--- config.mk ---
export PLATFORM = sky130hd
export DESIGN_NAME = timestamp_linear_resampler_unit
export DESIGN_NICKNAME = d
export VERILOG_FILES = /design/src/rtl/tlr_pkg.sv /design/src/rtl/tlr_ctrl.sv /design/src/rtl/tlr_datapath.sv /design/src/rtl/timestamp_linear_resampler_unit.sv
export SDC_FILE = /design/constraint.sdc
export NUM_CORES = 2
export LEC_CHECK = 0
export ABC_AREA = 1
export BUFFER_PORTS_ARGS = -buffer_cell sky130_fd_sc_hd__buf_2
export CAP_MARGIN = 20
export CORE_UTILIZATION = 59
export CTS_CLUSTER_DIAMETER = 80
export DETAILED_ROUTE_END_ITERATION = 10
export PLACE_DENSITY = 0.84
export SETUP_SLACK_MARGIN = 0.5
export SLEW_MARGIN = 5
export SYNTH_ARGS = -nofsm -noshare
export SYNTH_HDL_FRONTEND = slang
export SYNTH_HIERARCHICAL = 1
export SYNTH_SLANG_ARGS = --single-unit
--- constraint.sdc ---
create_clock -name aclk -period 11.35 [get_ports aclk]
set_input_delay 1.7025 -clock aclk [delete_from_list [all_inputs] [get_ports aclk]]
set_output_delay 1.7025 -clock aclk [all_outputs]
set_load 0.005 [all_outputs]
--- src/rtl/tlr_pkg.sv ---
// Shared types and constants for the timestamp linear resampler.
// Used by tlr_ctrl, tlr_datapath and timestamp_linear_resampler_unit; no dependencies.
`default_nettype none

package tlr_pkg;

    localparam int TIME_BITS_DEF = 48;
    localparam int VEL_BITS_DEF  = 24;
    localparam int FRAC_BITS_DEF = 16;
    localparam int NUM_AXES      = 3;

    // result status codes
    typedef enum logic [1:0] {
        STAT_OK       = 2'd0,
        STAT_NO_LATER = 2'd1,
        STAT_BEFORE   = 2'd2
    } tlr_status_t;

    // where a reference time falls against the held bracket
    typedef enum logic [2:0] {
        KIND_EMPTY,
        KIND_BEFORE,
        KIND_AFTER,
        KIND_SAME,
        KIND_INTERP
    } tlr_kind_t;

    typedef enum logic [2:0] {
        ST_IDLE,
        ST_EVAL,
        ST_DIV,
        ST_MUL,
        ST_ADD,
        ST_FINISH
    } tlr_state_t;

    typedef struct packed {
        logic        capture_ref;
        logic        src_update;
        logic        eval_load;
        logic        div_step;
        logic        div_first;
        logic        mul;
        logic        add;
        logic        out_load;
        tlr_status_t out_code;
    } tlr_cmd_t;

    typedef struct packed {
        tlr_kind_t kind;
        logic      out_free;
    } tlr_stat_t;

endpackage

`default_nettype wire

--- src/rtl/tlr_ctrl.sv ---
// Controller state machine for the timestamp linear resampler.
// Depends on tlr_pkg; drives tlr_datapath through tlr_cmd_t.
`default_nettype none

module tlr_ctrl import tlr_pkg::*; #(
    parameter int FRAC_BITS = FRAC_BITS_DEF
) (
    input  wire logic      aclk,
    input  wire logic      aresetn,
    input  wire logic      s_tvalid,
    input  wire logic      s_mode,
    output logic           s_tready,
    input  wire tlr_stat_t stat,
    output tlr_cmd_t       cmd
);

    localparam int CNT_W = $clog2(FRAC_BITS + 1);

    tlr_state_t  state_reg, state_next;
    logic [CNT_W-1:0] cnt_reg, cnt_next;
    tlr_status_t code_reg, code_next;
    logic        started_reg, started_next;

    always_ff @(posedge aclk) begin
        if (!aresetn) begin
            state_reg   <= ST_IDLE;
            cnt_reg     <= '0;
            code_reg    <= STAT_OK;
            started_reg <= 1'b0;
        end else begin
            state_reg   <= state_next;
            cnt_reg     <= cnt_next;
            code_reg    <= code_next;
            started_reg <= started_next;
        end
    end

    always_comb begin
        state_next   = state_reg;
        cnt_next     = cnt_reg;
        code_next    = code_reg;
        started_next = started_reg;
        s_tready     = 1'b0;
        cmd          = '0;
        cmd.out_code = code_reg;
        unique case (state_reg)
            ST_IDLE: begin
                s_tready = 1'b1;
                if (s_tvalid) begin
                    if (s_mode) begin
                        cmd.capture_ref = 1'b1;
                        state_next      = ST_EVAL;
                    end else begin
                        cmd.src_update = 1'b1;
                    end
                end
            end
            ST_EVAL: begin
                cmd.eval_load = 1'b1;
                cnt_next      = '0;
                code_next     = STAT_OK;
                unique case (stat.kind)
                    KIND_EMPTY, KIND_AFTER: begin
                        code_next  = STAT_NO_LATER;
                        state_next = ST_FINISH;
                    end
                    KIND_BEFORE: begin
                        // nothing emitted yet: drop silently
                        code_next  = STAT_BEFORE;
                        state_next = started_reg ? ST_FINISH : ST_IDLE;
                    end
                    KIND_SAME:   state_next = ST_MUL;   // ratio stays zero
                    KIND_INTERP: state_next = ST_DIV;
                    default:     state_next = ST_IDLE;
                endcase
            end
            ST_DIV: begin
                cmd.div_step  = 1'b1;
                cmd.div_first = (cnt_reg == '0);
                if (cnt_reg == CNT_W'(FRAC_BITS)) begin
                    state_next = ST_MUL;
                end else begin
                    cnt_next = cnt_reg + 1'b1;
                end
            end
            ST_MUL: begin
                cmd.mul    = 1'b1;
                state_next = ST_ADD;
            end
            ST_ADD: begin
                cmd.add    = 1'b1;
                state_next = ST_FINISH;
            end
            ST_FINISH: begin
                if (stat.out_free) begin
                    cmd.out_load = 1'b1;
                    started_next = 1'b1;
                    state_next   = ST_IDLE;
                end
            end
            default: state_next = ST_IDLE;
        endcase
    end

    a_load_when_free: assert property (@(posedge aclk) disable iff (!aresetn)
        cmd.out_load |-> stat.out_free)
        else $error("output loaded while a result is still held");

    a_cnt_bound: assert property (@(posedge aclk) disable iff (!aresetn)
        cnt_reg <= CNT_W'(FRAC_BITS))
        else $error("division step counter out of range");

    a_ref_blocks: assert property (@(posedge aclk) disable iff (!aresetn)
        (s_tvalid && s_tready && s_mode) |=> !s_tready)
        else $error("reference transfer did not stall the input");

endmodule

`default_nettype wire

--- src/rtl/tlr_datapath.sv ---
// Datapath of the timestamp linear resampler: bracket state, restoring divider,
// per-axis multiply and add, output register. Depends on tlr_pkg.
`default_nettype none

module tlr_datapath import tlr_pkg::*; #(
    parameter int TIME_BITS = TIME_BITS_DEF,
    parameter int VEL_BITS  = VEL_BITS_DEF,
    parameter int FRAC_BITS = FRAC_BITS_DEF
) (
    input  wire logic                        aclk,
    input  wire logic                        aresetn,
    input  wire logic        [TIME_BITS-1:0] in_time,
    input  wire logic signed [VEL_BITS-1:0]  in_vel [NUM_AXES],
    input  wire tlr_cmd_t                    cmd,
    output tlr_stat_t                        stat,
    output logic                             out_valid,
    input  wire logic                        out_ready,
    output logic             [TIME_BITS-1:0] out_time,
    output logic signed      [VEL_BITS-1:0]  out_vel [NUM_AXES],
    output tlr_status_t                      out_status
);

    localparam int PROD_W = FRAC_BITS + VEL_BITS + 3;

    // bracket state
    logic [1:0]                 count_reg;
    logic [TIME_BITS-1:0]       earlier_time_reg, later_time_reg;
    logic signed [VEL_BITS-1:0] earlier_vel_reg [NUM_AXES];
    logic signed [VEL_BITS-1:0] later_vel_reg [NUM_AXES];

    // work registers
    logic [TIME_BITS-1:0]       t_reg, rem_reg, d_reg;
    logic [FRAC_BITS:0]         q_reg;
    logic signed [VEL_BITS-1:0] ev_reg [NUM_AXES];
    logic signed [VEL_BITS:0]   diff_reg [NUM_AXES];
    logic signed [PROD_W-1:0]   prod_reg [NUM_AXES];
    logic signed [VEL_BITS-1:0] res_reg [NUM_AXES];

    logic                         valid_reg;
    logic [TIME_BITS-1:0]         otime_reg;
    logic signed [VEL_BITS-1:0]   ovel_reg [NUM_AXES];
    tlr_status_t                  ostat_reg;

    logic [TIME_BITS-1:0]       e_t;
    logic signed [VEL_BITS-1:0] e_v [NUM_AXES];
    logic                       sel_earlier;
    logic [TIME_BITS:0]         trial, trial_sub;
    logic                       ge;
    logic signed [PROD_W-1:0]   sum [NUM_AXES];

    always_comb begin
        sel_earlier = (count_reg == 2'd2);
        e_t = sel_earlier ? earlier_time_reg : later_time_reg;
        for (int i = 0; i < NUM_AXES; i++) begin
            e_v[i] = sel_earlier ? earlier_vel_reg[i] : later_vel_reg[i];
        end
    end

    always_comb begin
        if (count_reg == 2'd0) begin
            stat.kind = KIND_EMPTY;
        end else if (t_reg < e_t) begin
            stat.kind = KIND_BEFORE;
        end else if (t_reg > later_time_reg) begin
            stat.kind = KIND_AFTER;
        end else if (later_time_reg == e_t) begin
            stat.kind = KIND_SAME;
        end else begin
            stat.kind = KIND_INTERP;
        end
        stat.out_free = !valid_reg || out_ready;
    end

    // restoring division step; remainder stays below the divisor
    always_comb begin
        trial     = cmd.div_first ? {1'b0, rem_reg} : {rem_reg, 1'b0};
        trial_sub = trial - {1'b0, d_reg};
        ge        = (trial >= {1'b0, d_reg});
    end

    always_comb begin
        for (int i = 0; i < NUM_AXES; i++) begin
            sum[i] = {{(PROD_W-VEL_BITS){ev_reg[i][VEL_BITS-1]}}, ev_reg[i]}
                   + (prod_reg[i] >>> FRAC_BITS);
        end
    end

    always_ff @(posedge aclk) begin
        if (!aresetn) begin
            count_reg        <= 2'd0;
            earlier_time_reg <= '0;
            later_time_reg   <= '0;
            for (int i = 0; i < NUM_AXES; i++) begin
                earlier_vel_reg[i] <= '0;
                later_vel_reg[i]   <= '0;
            end
        end else if (cmd.src_update) begin
            earlier_time_reg <= later_time_reg;
            later_time_reg   <= in_time;
            for (int i = 0; i < NUM_AXES; i++) begin
                earlier_vel_reg[i] <= later_vel_reg[i];
                later_vel_reg[i]   <= in_vel[i];
            end
            if (count_reg != 2'd2) begin
                count_reg <= count_reg + 2'd1;
            end
        end
    end

    always_ff @(posedge aclk) begin
        if (cmd.capture_ref) begin
            t_reg <= in_time;
        end
        if (cmd.eval_load) begin
            rem_reg <= t_reg - e_t;
            d_reg   <= later_time_reg - e_t;
            q_reg   <= '0;
            for (int i = 0; i < NUM_AXES; i++) begin
                ev_reg[i]   <= e_v[i];
                diff_reg[i] <= {later_vel_reg[i][VEL_BITS-1], later_vel_reg[i]}
                             - {e_v[i][VEL_BITS-1], e_v[i]};
            end
        end else if (cmd.div_step) begin
            rem_reg <= ge ? trial_sub[TIME_BITS-1:0] : trial[TIME_BITS-1:0];
            q_reg   <= {q_reg[FRAC_BITS-1:0], ge};
        end
        if (cmd.mul) begin
            for (int i = 0; i < NUM_AXES; i++) begin
                prod_reg[i] <= $signed({1'b0, q_reg}) * diff_reg[i];
            end
        end
        if (cmd.add) begin
            for (int i = 0; i < NUM_AXES; i++) begin
                res_reg[i] <= sum[i][VEL_BITS-1:0];
            end
        end
    end

    // output register
    always_ff @(posedge aclk) begin
        if (!aresetn) begin
            valid_reg <= 1'b0;
        end else if (cmd.out_load) begin
            valid_reg <= 1'b1;
        end else if (out_ready) begin
            valid_reg <= 1'b0;
        end
    end

    always_ff @(posedge aclk) begin
        if (cmd.out_load) begin
            otime_reg <= t_reg;
            ostat_reg <= cmd.out_code;
            for (int i = 0; i < NUM_AXES; i++) begin
                ovel_reg[i] <= (cmd.out_code == STAT_OK) ? res_reg[i] : '0;
            end
        end
    end

    assign out_valid  = valid_reg;
    assign out_time   = otime_reg;
    assign out_status = ostat_reg;
    assign out_vel    = ovel_reg;

    a_q_bound: assert property (@(posedge aclk) disable iff (!aresetn)
        cmd.mul |-> (q_reg <= {1'b1, {FRAC_BITS{1'b0}}}))
        else $error("interpolation ratio above one");

    a_count_sat: assert property (@(posedge aclk) disable iff (!aresetn)
        count_reg != 2'd3)
        else $error("sample count past saturation");

    a_load_valid: assert property (@(posedge aclk) disable iff (!aresetn)
        cmd.out_load |=> valid_reg)
        else $error("loaded result not presented");

endmodule

`default_nettype wire

--- src/rtl/timestamp_linear_resampler_unit.sv ---
// Top level of the timestamp linear resampler: stream ports, field packing.
// Depends on tlr_pkg, tlr_ctrl and tlr_datapath.
//
// Usage:
//   Slave channel s_*: one transfer per item. s_tuser is the mode bit
//   (0 source velocity sample, 1 reference time). s_tdata carries the
//   time stamp and the three velocity axes.
//   A source transfer shifts the held later sample into the earlier slot and
//   stores the new one as the later sample; it produces no result.
//   A reference transfer produces at most one result on the master channel
//   m_*: the interpolated velocity with status in m_tuser, a status code for
//   a miss, or nothing when it lies before the bracket and no result has
//   gone out since reset.
//   Timing: source transfers are taken back to back, one per cycle, while no
//   reference is in work. A reference that interpolates passes the evaluate
//   step, the restoring divider that retires one quotient bit per cycle, the
//   multiply and the add before it reaches the result register; a miss goes
//   from the evaluate step straight to it. The input is stalled while a
//   reference is in work, so the next transfer waits until the result is
//   loaded, or until a dropped reference has been evaluated.
//   The result sits in an output register; when m_tready is low the next
//   reference waits at its final step; sources flow only until it is taken.
//   Reset (aresetn low, synchronous) clears the held samples to zero, the
//   sample count and the output valid.
`default_nettype none

module timestamp_linear_resampler_unit import tlr_pkg::*; #(
    parameter int TIME_BITS = TIME_BITS_DEF,
    parameter int VEL_BITS  = VEL_BITS_DEF,
    parameter int FRAC_BITS = FRAC_BITS_DEF,
    localparam int DATA_W   = TIME_BITS + NUM_AXES * VEL_BITS,
    localparam int TDATA_W  = ((DATA_W + 7) / 8) * 8
) (
    input  wire logic               aclk,
    input  wire logic               aresetn,
    input  wire logic               s_tvalid,
    output logic                    s_tready,
    // time_stamp, vel_x, vel_y, vel_z (lowest bit up), zero padded
    input  wire logic [TDATA_W-1:0] s_tdata,
    // mode
    input  wire logic               s_tuser,
    output logic                    m_tvalid,
    input  wire logic               m_tready,
    // out_time, out_vel_x, out_vel_y, out_vel_z (lowest bit up), zero padded
    output logic [TDATA_W-1:0]      m_tdata,
    // status
    output logic [1:0]              m_tuser
);

    tlr_cmd_t   cmd;
    tlr_stat_t  stat;

    logic        [TIME_BITS-1:0] in_time;
    logic signed [VEL_BITS-1:0]  in_vel [NUM_AXES];
    logic        [TIME_BITS-1:0] out_time;
    logic signed [VEL_BITS-1:0]  out_vel [NUM_AXES];
    tlr_status_t                 out_status;

    // unpack input fields
    always_comb begin
        in_time = s_tdata[TIME_BITS-1:0];
        for (int i = 0; i < NUM_AXES; i++) begin
            in_vel[i] = s_tdata[TIME_BITS + i*VEL_BITS +: VEL_BITS];
        end
    end

    tlr_ctrl #(
        .FRAC_BITS (FRAC_BITS)
    ) u_ctrl (
        .aclk     (aclk),
        .aresetn  (aresetn),
        .s_tvalid (s_tvalid),
        .s_mode   (s_tuser),
        .s_tready (s_tready),
        .stat     (stat),
        .cmd      (cmd)
    );

    tlr_datapath #(
        .TIME_BITS (TIME_BITS),
        .VEL_BITS  (VEL_BITS),
        .FRAC_BITS (FRAC_BITS)
    ) u_datapath (
        .aclk       (aclk),
        .aresetn    (aresetn),
        .in_time    (in_time),
        .in_vel     (in_vel),
        .cmd        (cmd),
        .stat       (stat),
        .out_valid  (m_tvalid),
        .out_ready  (m_tready),
        .out_time   (out_time),
        .out_vel    (out_vel),
        .out_status (out_status)
    );

    // pack result fields, padding bits stay zero
    assign m_tdata = TDATA_W'({out_vel[2], out_vel[1], out_vel[0], out_time});
    assign m_tuser = out_status;

endmodule

`default_nettype wire

==> results.py <==
metrics = {
    "status": {
        "outcome": "complete, no violations",
    },
    "timing": {
        "timing.slew.headroom_pct": 12.9,
        "final_period_minus_worst_setup_slack_ns": 7.19,
        "report.final.setup_viol": 0,
        "timing.clock.skew_ns": 0.0429,
        "setup-tns-final_ns": 0,
        "grt_setup_unrepaired": "false",
        "slew_worst_pin_ns": 1.29,
        "finalMaxSlewViolations": 0,
        "finalCritPeriodShare_pct": 63.3,
        "finalHoldViolCount": 0,
        "fin_worst_hold_slack_ns": 0.468,
        "achievable-frequency_ghz": 0.139,
    },
    "setup_path": {
        "end_kind": "flip-flop",
        "setup.worst_path.class": "reg -> reg",
        "worst_path_most_repeated_cell": "sky130_fd_sc_hd__inv_1",
        "path_cells": "buf_4 -> nand2_1 -> inv_1 -> fa_1 -> fa_1 -> inv_1 -> fa_1 -> inv_1 -> fa_1 -> inv_1 -> fa_1 -> inv_1 -> ha_1 -> nand2_1 -> nor2_1 -> inv_1 -> nor2_1 -> inv_1 -> nor3_1 -> nand3_1 -> nand3_1 -> inv_1 -> nand3_1 -> nand2_1",
        "rr_worst_depth": 24,
        "worst_path_max_delay_cell": "sky130_fd_sc_hd__fa_1",
        "required_ns": 11.86,
        "worstPathBufferInverterCount": 9,
        "reg2reg_setup_slack_ns": 4.16,
        "worst_setup_path_start_kind": "flip-flop",
        "critPathTopFamily": "adder cells",
        "r2r_start": "u_datapath/q_reg[1]$_SDFFE_PP0P_",
        "slowest_delay_ns": 0.89,
        "critical_path_at_ns": 7.70,
        "timing.critical_path.fanout_max": 49,
        "r2r-end": "u_datapath/prod_reg[0][82]$_DFFE_PP_",
    },
    "drt": {
        "routed_wl_mm": 319,
        "via_per_inst": 5.63,
        "dr_total_vias": 82000,
        "drt_iter0_markers": 9148,
        "detail_route.drc_violations": 0,
        "dr.pass1.iters": 11,
        "antenna_violating_nets_post_route": 0,
        "wl_per_cell_um": 21.9,
    },
    "yosys": {
        "syn-cell-area_um2": 96600,
        "syn_inst": 12300,
        "synth-seq-cells": 828,
        "synth-async-reset-ratio_pct": 0,
        "synth_warnings": 6,
        "synthDominantCellAreaShare_pct": 24.7,
        "synth.yosys.seq_area_share_pct": 24.4,
        "post_synth_main_area_contributors": "sky130_fd_sc_hd__fa_1 25%, sky130_fd_sc_hd__edfxtp_1 22%, sky130_fd_sc_hd__inv_1 12%, sky130_fd_sc_hd__nand2_1 11%, sky130_fd_sc_hd__ha_1 8.0%",
        "synth.lib_cells_used.distinct": 53,
        "ys.flop_type": "sky130_fd_sc_hd__edfxtp_1",
        "netlist.top_cell.by_area": "sky130_fd_sc_hd__fa_1",
        "synth_enable_flop_cells": 701,
        "mappedNetlistNets": 14200,
        "syn-mean-instance-area_um2": 7.85,
    },
    "placed_design": {
        "placed_cell_area_um2": 99500,
        "place.gp.congestion": 1.03,
        "hpwl_mm": 258,
        "buffer_ports.inserted": 248,
    },
    "power": {
        "ir_drop_mv": 0.185,
        "cellLeakagePower_uw": 0.0546,
        "power_per_cell_area_nw_per_um2": 134,
    },
    "floorplan": {
        "chipHeight_um": 407,
        "core_area_um2": 163000,
        "design.die.area_um2": 165000,
        "rows": 148,
        "initial_utilization_pct": 59.4,
        "die_w_um": 407,
        "ios": 249,
    },
    "clock_network": {
        "cts_inserted_buffers": 97,
        "post-cts-setup-buffers": 0,
        "cts.repair.resized": 0,
        "htreeDepth": 3,
        "cts.sink_count": 828,
        "clk_path_buf_depth": 3,
        "holdBufCountCts": 0,
        "worst_setup_hold_path_clk_slew_ns": 0.06,
        "tritoncts": "yes",
        "clk_root_buffer_cell": "sky130_fd_sc_hd__clkbuf_16",
        "worst_skew_pair.late_latency_ns": 0.77,
    },
    "finish": {
        "largest_reg_flops": 75,
        "fillerInstances": 13900,
        "layout_commonest_cell": "sky130_fd_sc_hd__inv_1",
        "design.final.nets": 14200,
        "final_design_area_no_fill_um2": 103000,
        "most-common-layout-cells": "3195 x sky130_fd_sc_hd__inv_1, 2944 x sky130_fd_sc_hd__nand2_1, 1191 x sky130_fd_sc_hd__fa_1, 785 x sky130_fd_sc_hd__nor2_1, 701 x sky130_fd_sc_hd__edfxtp_1",
        "area_delta_synth_final_pct": 6.70,
        "drive_above_1_share_pct": 5.35,
    },
    "global_route": {
        "initial_antenna_violation_count": 13,
        "grt_first_pass_wirelength_mm": 482,
        "grt_overflow": 0,
        "grt_max_degree": 163,
        "groute.usage.overall_pct": 38.9,
        "grt_pass1_vias": 82000,
    },
    "min_path": {
        "hold_depth": 0,
        "hold-path-endpoint": "u_datapath/out_time[0]$_DFFE_PP_",
        "hold_path_class": "reg -> reg",
        "worstHoldStart": "u_datapath/t_reg[0]$_DFFE_PP_",
    },
    "job": {
        "cap_violations": 0,
    },
}
## cell families after synthesis
| logic type | synth area share [%] |
|---|---|
| flip-flops | 24.4 |
| AND/OR/NAND/NOR | 19.1 |
| buffers and inverters | 14.1 |
| XOR/XNOR | 2.77 |
| AO/OA/AOI/OAI | 6.94 |
| adder cells (fa/ha/maj) | 32.7 |
## metal layers
metal / share of wire, % / global-route usage (%) / up-vias
li1: - / - / 37100
met1: 42 / 56.0 / 39700
met2: 41 / 56.0 / 4490
met3: 12 / 10.8 / 728
met4: 4.1 / 14.2 / 10
met5: 0.058 / 0.684 / -
## Yosys cell counts (all sizes together), types with 79 or more instances
library cell     n
a21oi          470
clkbuf         336
dfxtp          127
edfxtp         701
fa            1191
ha             618
inv           3208
nand2         2952
nand3          376
nand4          129
nor2           797
nor3            79
o21ai          495
or2            128
xnor2          109
xor2           196
## per-stage QoR
step                cells  power (µW)  util (%)  worst slack (ns)
finish              14600       13900      63.4              4.16
floorplan           12300        8100         -              4.10
global placement    14400       10200      61.2              4.44
CTS                 14600       13700      63.4              4.33
detailed placement  14400       10200      61.2              4.33
global route        14600       14500      63.4              3.89
## worst register-to-register path, cell delays in order (launching register included)
cell	delay, ns
sky130_fd_sc_hd__dfxtp_2	0.73
sky130_fd_sc_hd__buf_4	0.65
sky130_fd_sc_hd__nand2_1	0.28
sky130_fd_sc_hd__inv_1	0.13
sky130_fd_sc_hd__fa_1	0.56
sky130_fd_sc_hd__fa_1	0.89
sky130_fd_sc_hd__inv_1	0.20
sky130_fd_sc_hd__fa_1	0.51
sky130_fd_sc_hd__inv_1	0.05
sky130_fd_sc_hd__fa_1	0.54
sky130_fd_sc_hd__inv_1	0.05
sky130_fd_sc_hd__fa_1	0.47
sky130_fd_sc_hd__inv_1	0.04
sky130_fd_sc_hd__ha_1	0.41
sky130_fd_sc_hd__nand2_1	0.11
sky130_fd_sc_hd__nor2_1	0.18
sky130_fd_sc_hd__inv_1	0.09
sky130_fd_sc_hd__nor2_1	0.31
sky130_fd_sc_hd__inv_1	0.11
sky130_fd_sc_hd__nor3_1	0.22
sky130_fd_sc_hd__nand3_1	0.12
sky130_fd_sc_hd__nand3_1	0.15
sky130_fd_sc_hd__inv_1	0.05
sky130_fd_sc_hd__nand3_1	0.06
sky130_fd_sc_hd__nand2_1	0.05
## area by class of cell
| class | instances | area [µm²] | share of cell area, % |
|---|---|---|---|
| Antenna cell | 13 | 32.5 | 0.0316 |
| Clock buffer | 104 | 2500 | 2.42 |
| Clock inverter | 80 | 1020 | 0.994 |
| Inverter | 3210 | 12000 | 11.7 |
| Multi-Input combinational cell | 7860 | 59500 | 57.7 |
| Sequential cell | 828 | 23600 | 22.9 |
| Tap cell | 2175 | 2720 | 2.64 |
| Timing Repair Buffer | 301 | 1660 | 1.61 |
## worst max path at each step
stage | startpoint | cells after the start | slack (ns) | to
2_1_floorplan | s_tuser | 5 | 4.10 | u_datapath/earlier_vel_reg[0][0]$_SDFFCE_PN0P_
3_3_place_gp | u_datapath/q_reg[9]$_SDFFE_PP0P_ | 18 | 4.44 | u_datapath/prod_reg[0][66]$_DFFE_PP_
3_5_place_dp | u_datapath/q_reg[9]$_SDFFE_PP0P_ | 21 | 4.33 | u_datapath/prod_reg[0][81]$_DFFE_PP_
4_1_cts | u_datapath/q_reg[5]$_SDFFE_PP0P_ | 19 | 4.33 | u_datapath/prod_reg[0][38]$_DFFE_PP_
5_1_grt | u_datapath/q_reg[1]$_SDFFE_PP0P_ | 24 | 3.89 | u_datapath/prod_reg[0][82]$_DFFE_PP_
6_report | u_datapath/q_reg[1]$_SDFFE_PP0P_ | 24 | 4.16 | u_datapath/prod_reg[0][82]$_DFFE_PP_
## where the power goes
group          switching, µW  internal (µW)  total, µW
Combinational           4130           1690       5820
Sequential               658           3960       4620
Clock                   1430           1980       3410
Note: power is estimated with default switching activity, not from simulation.
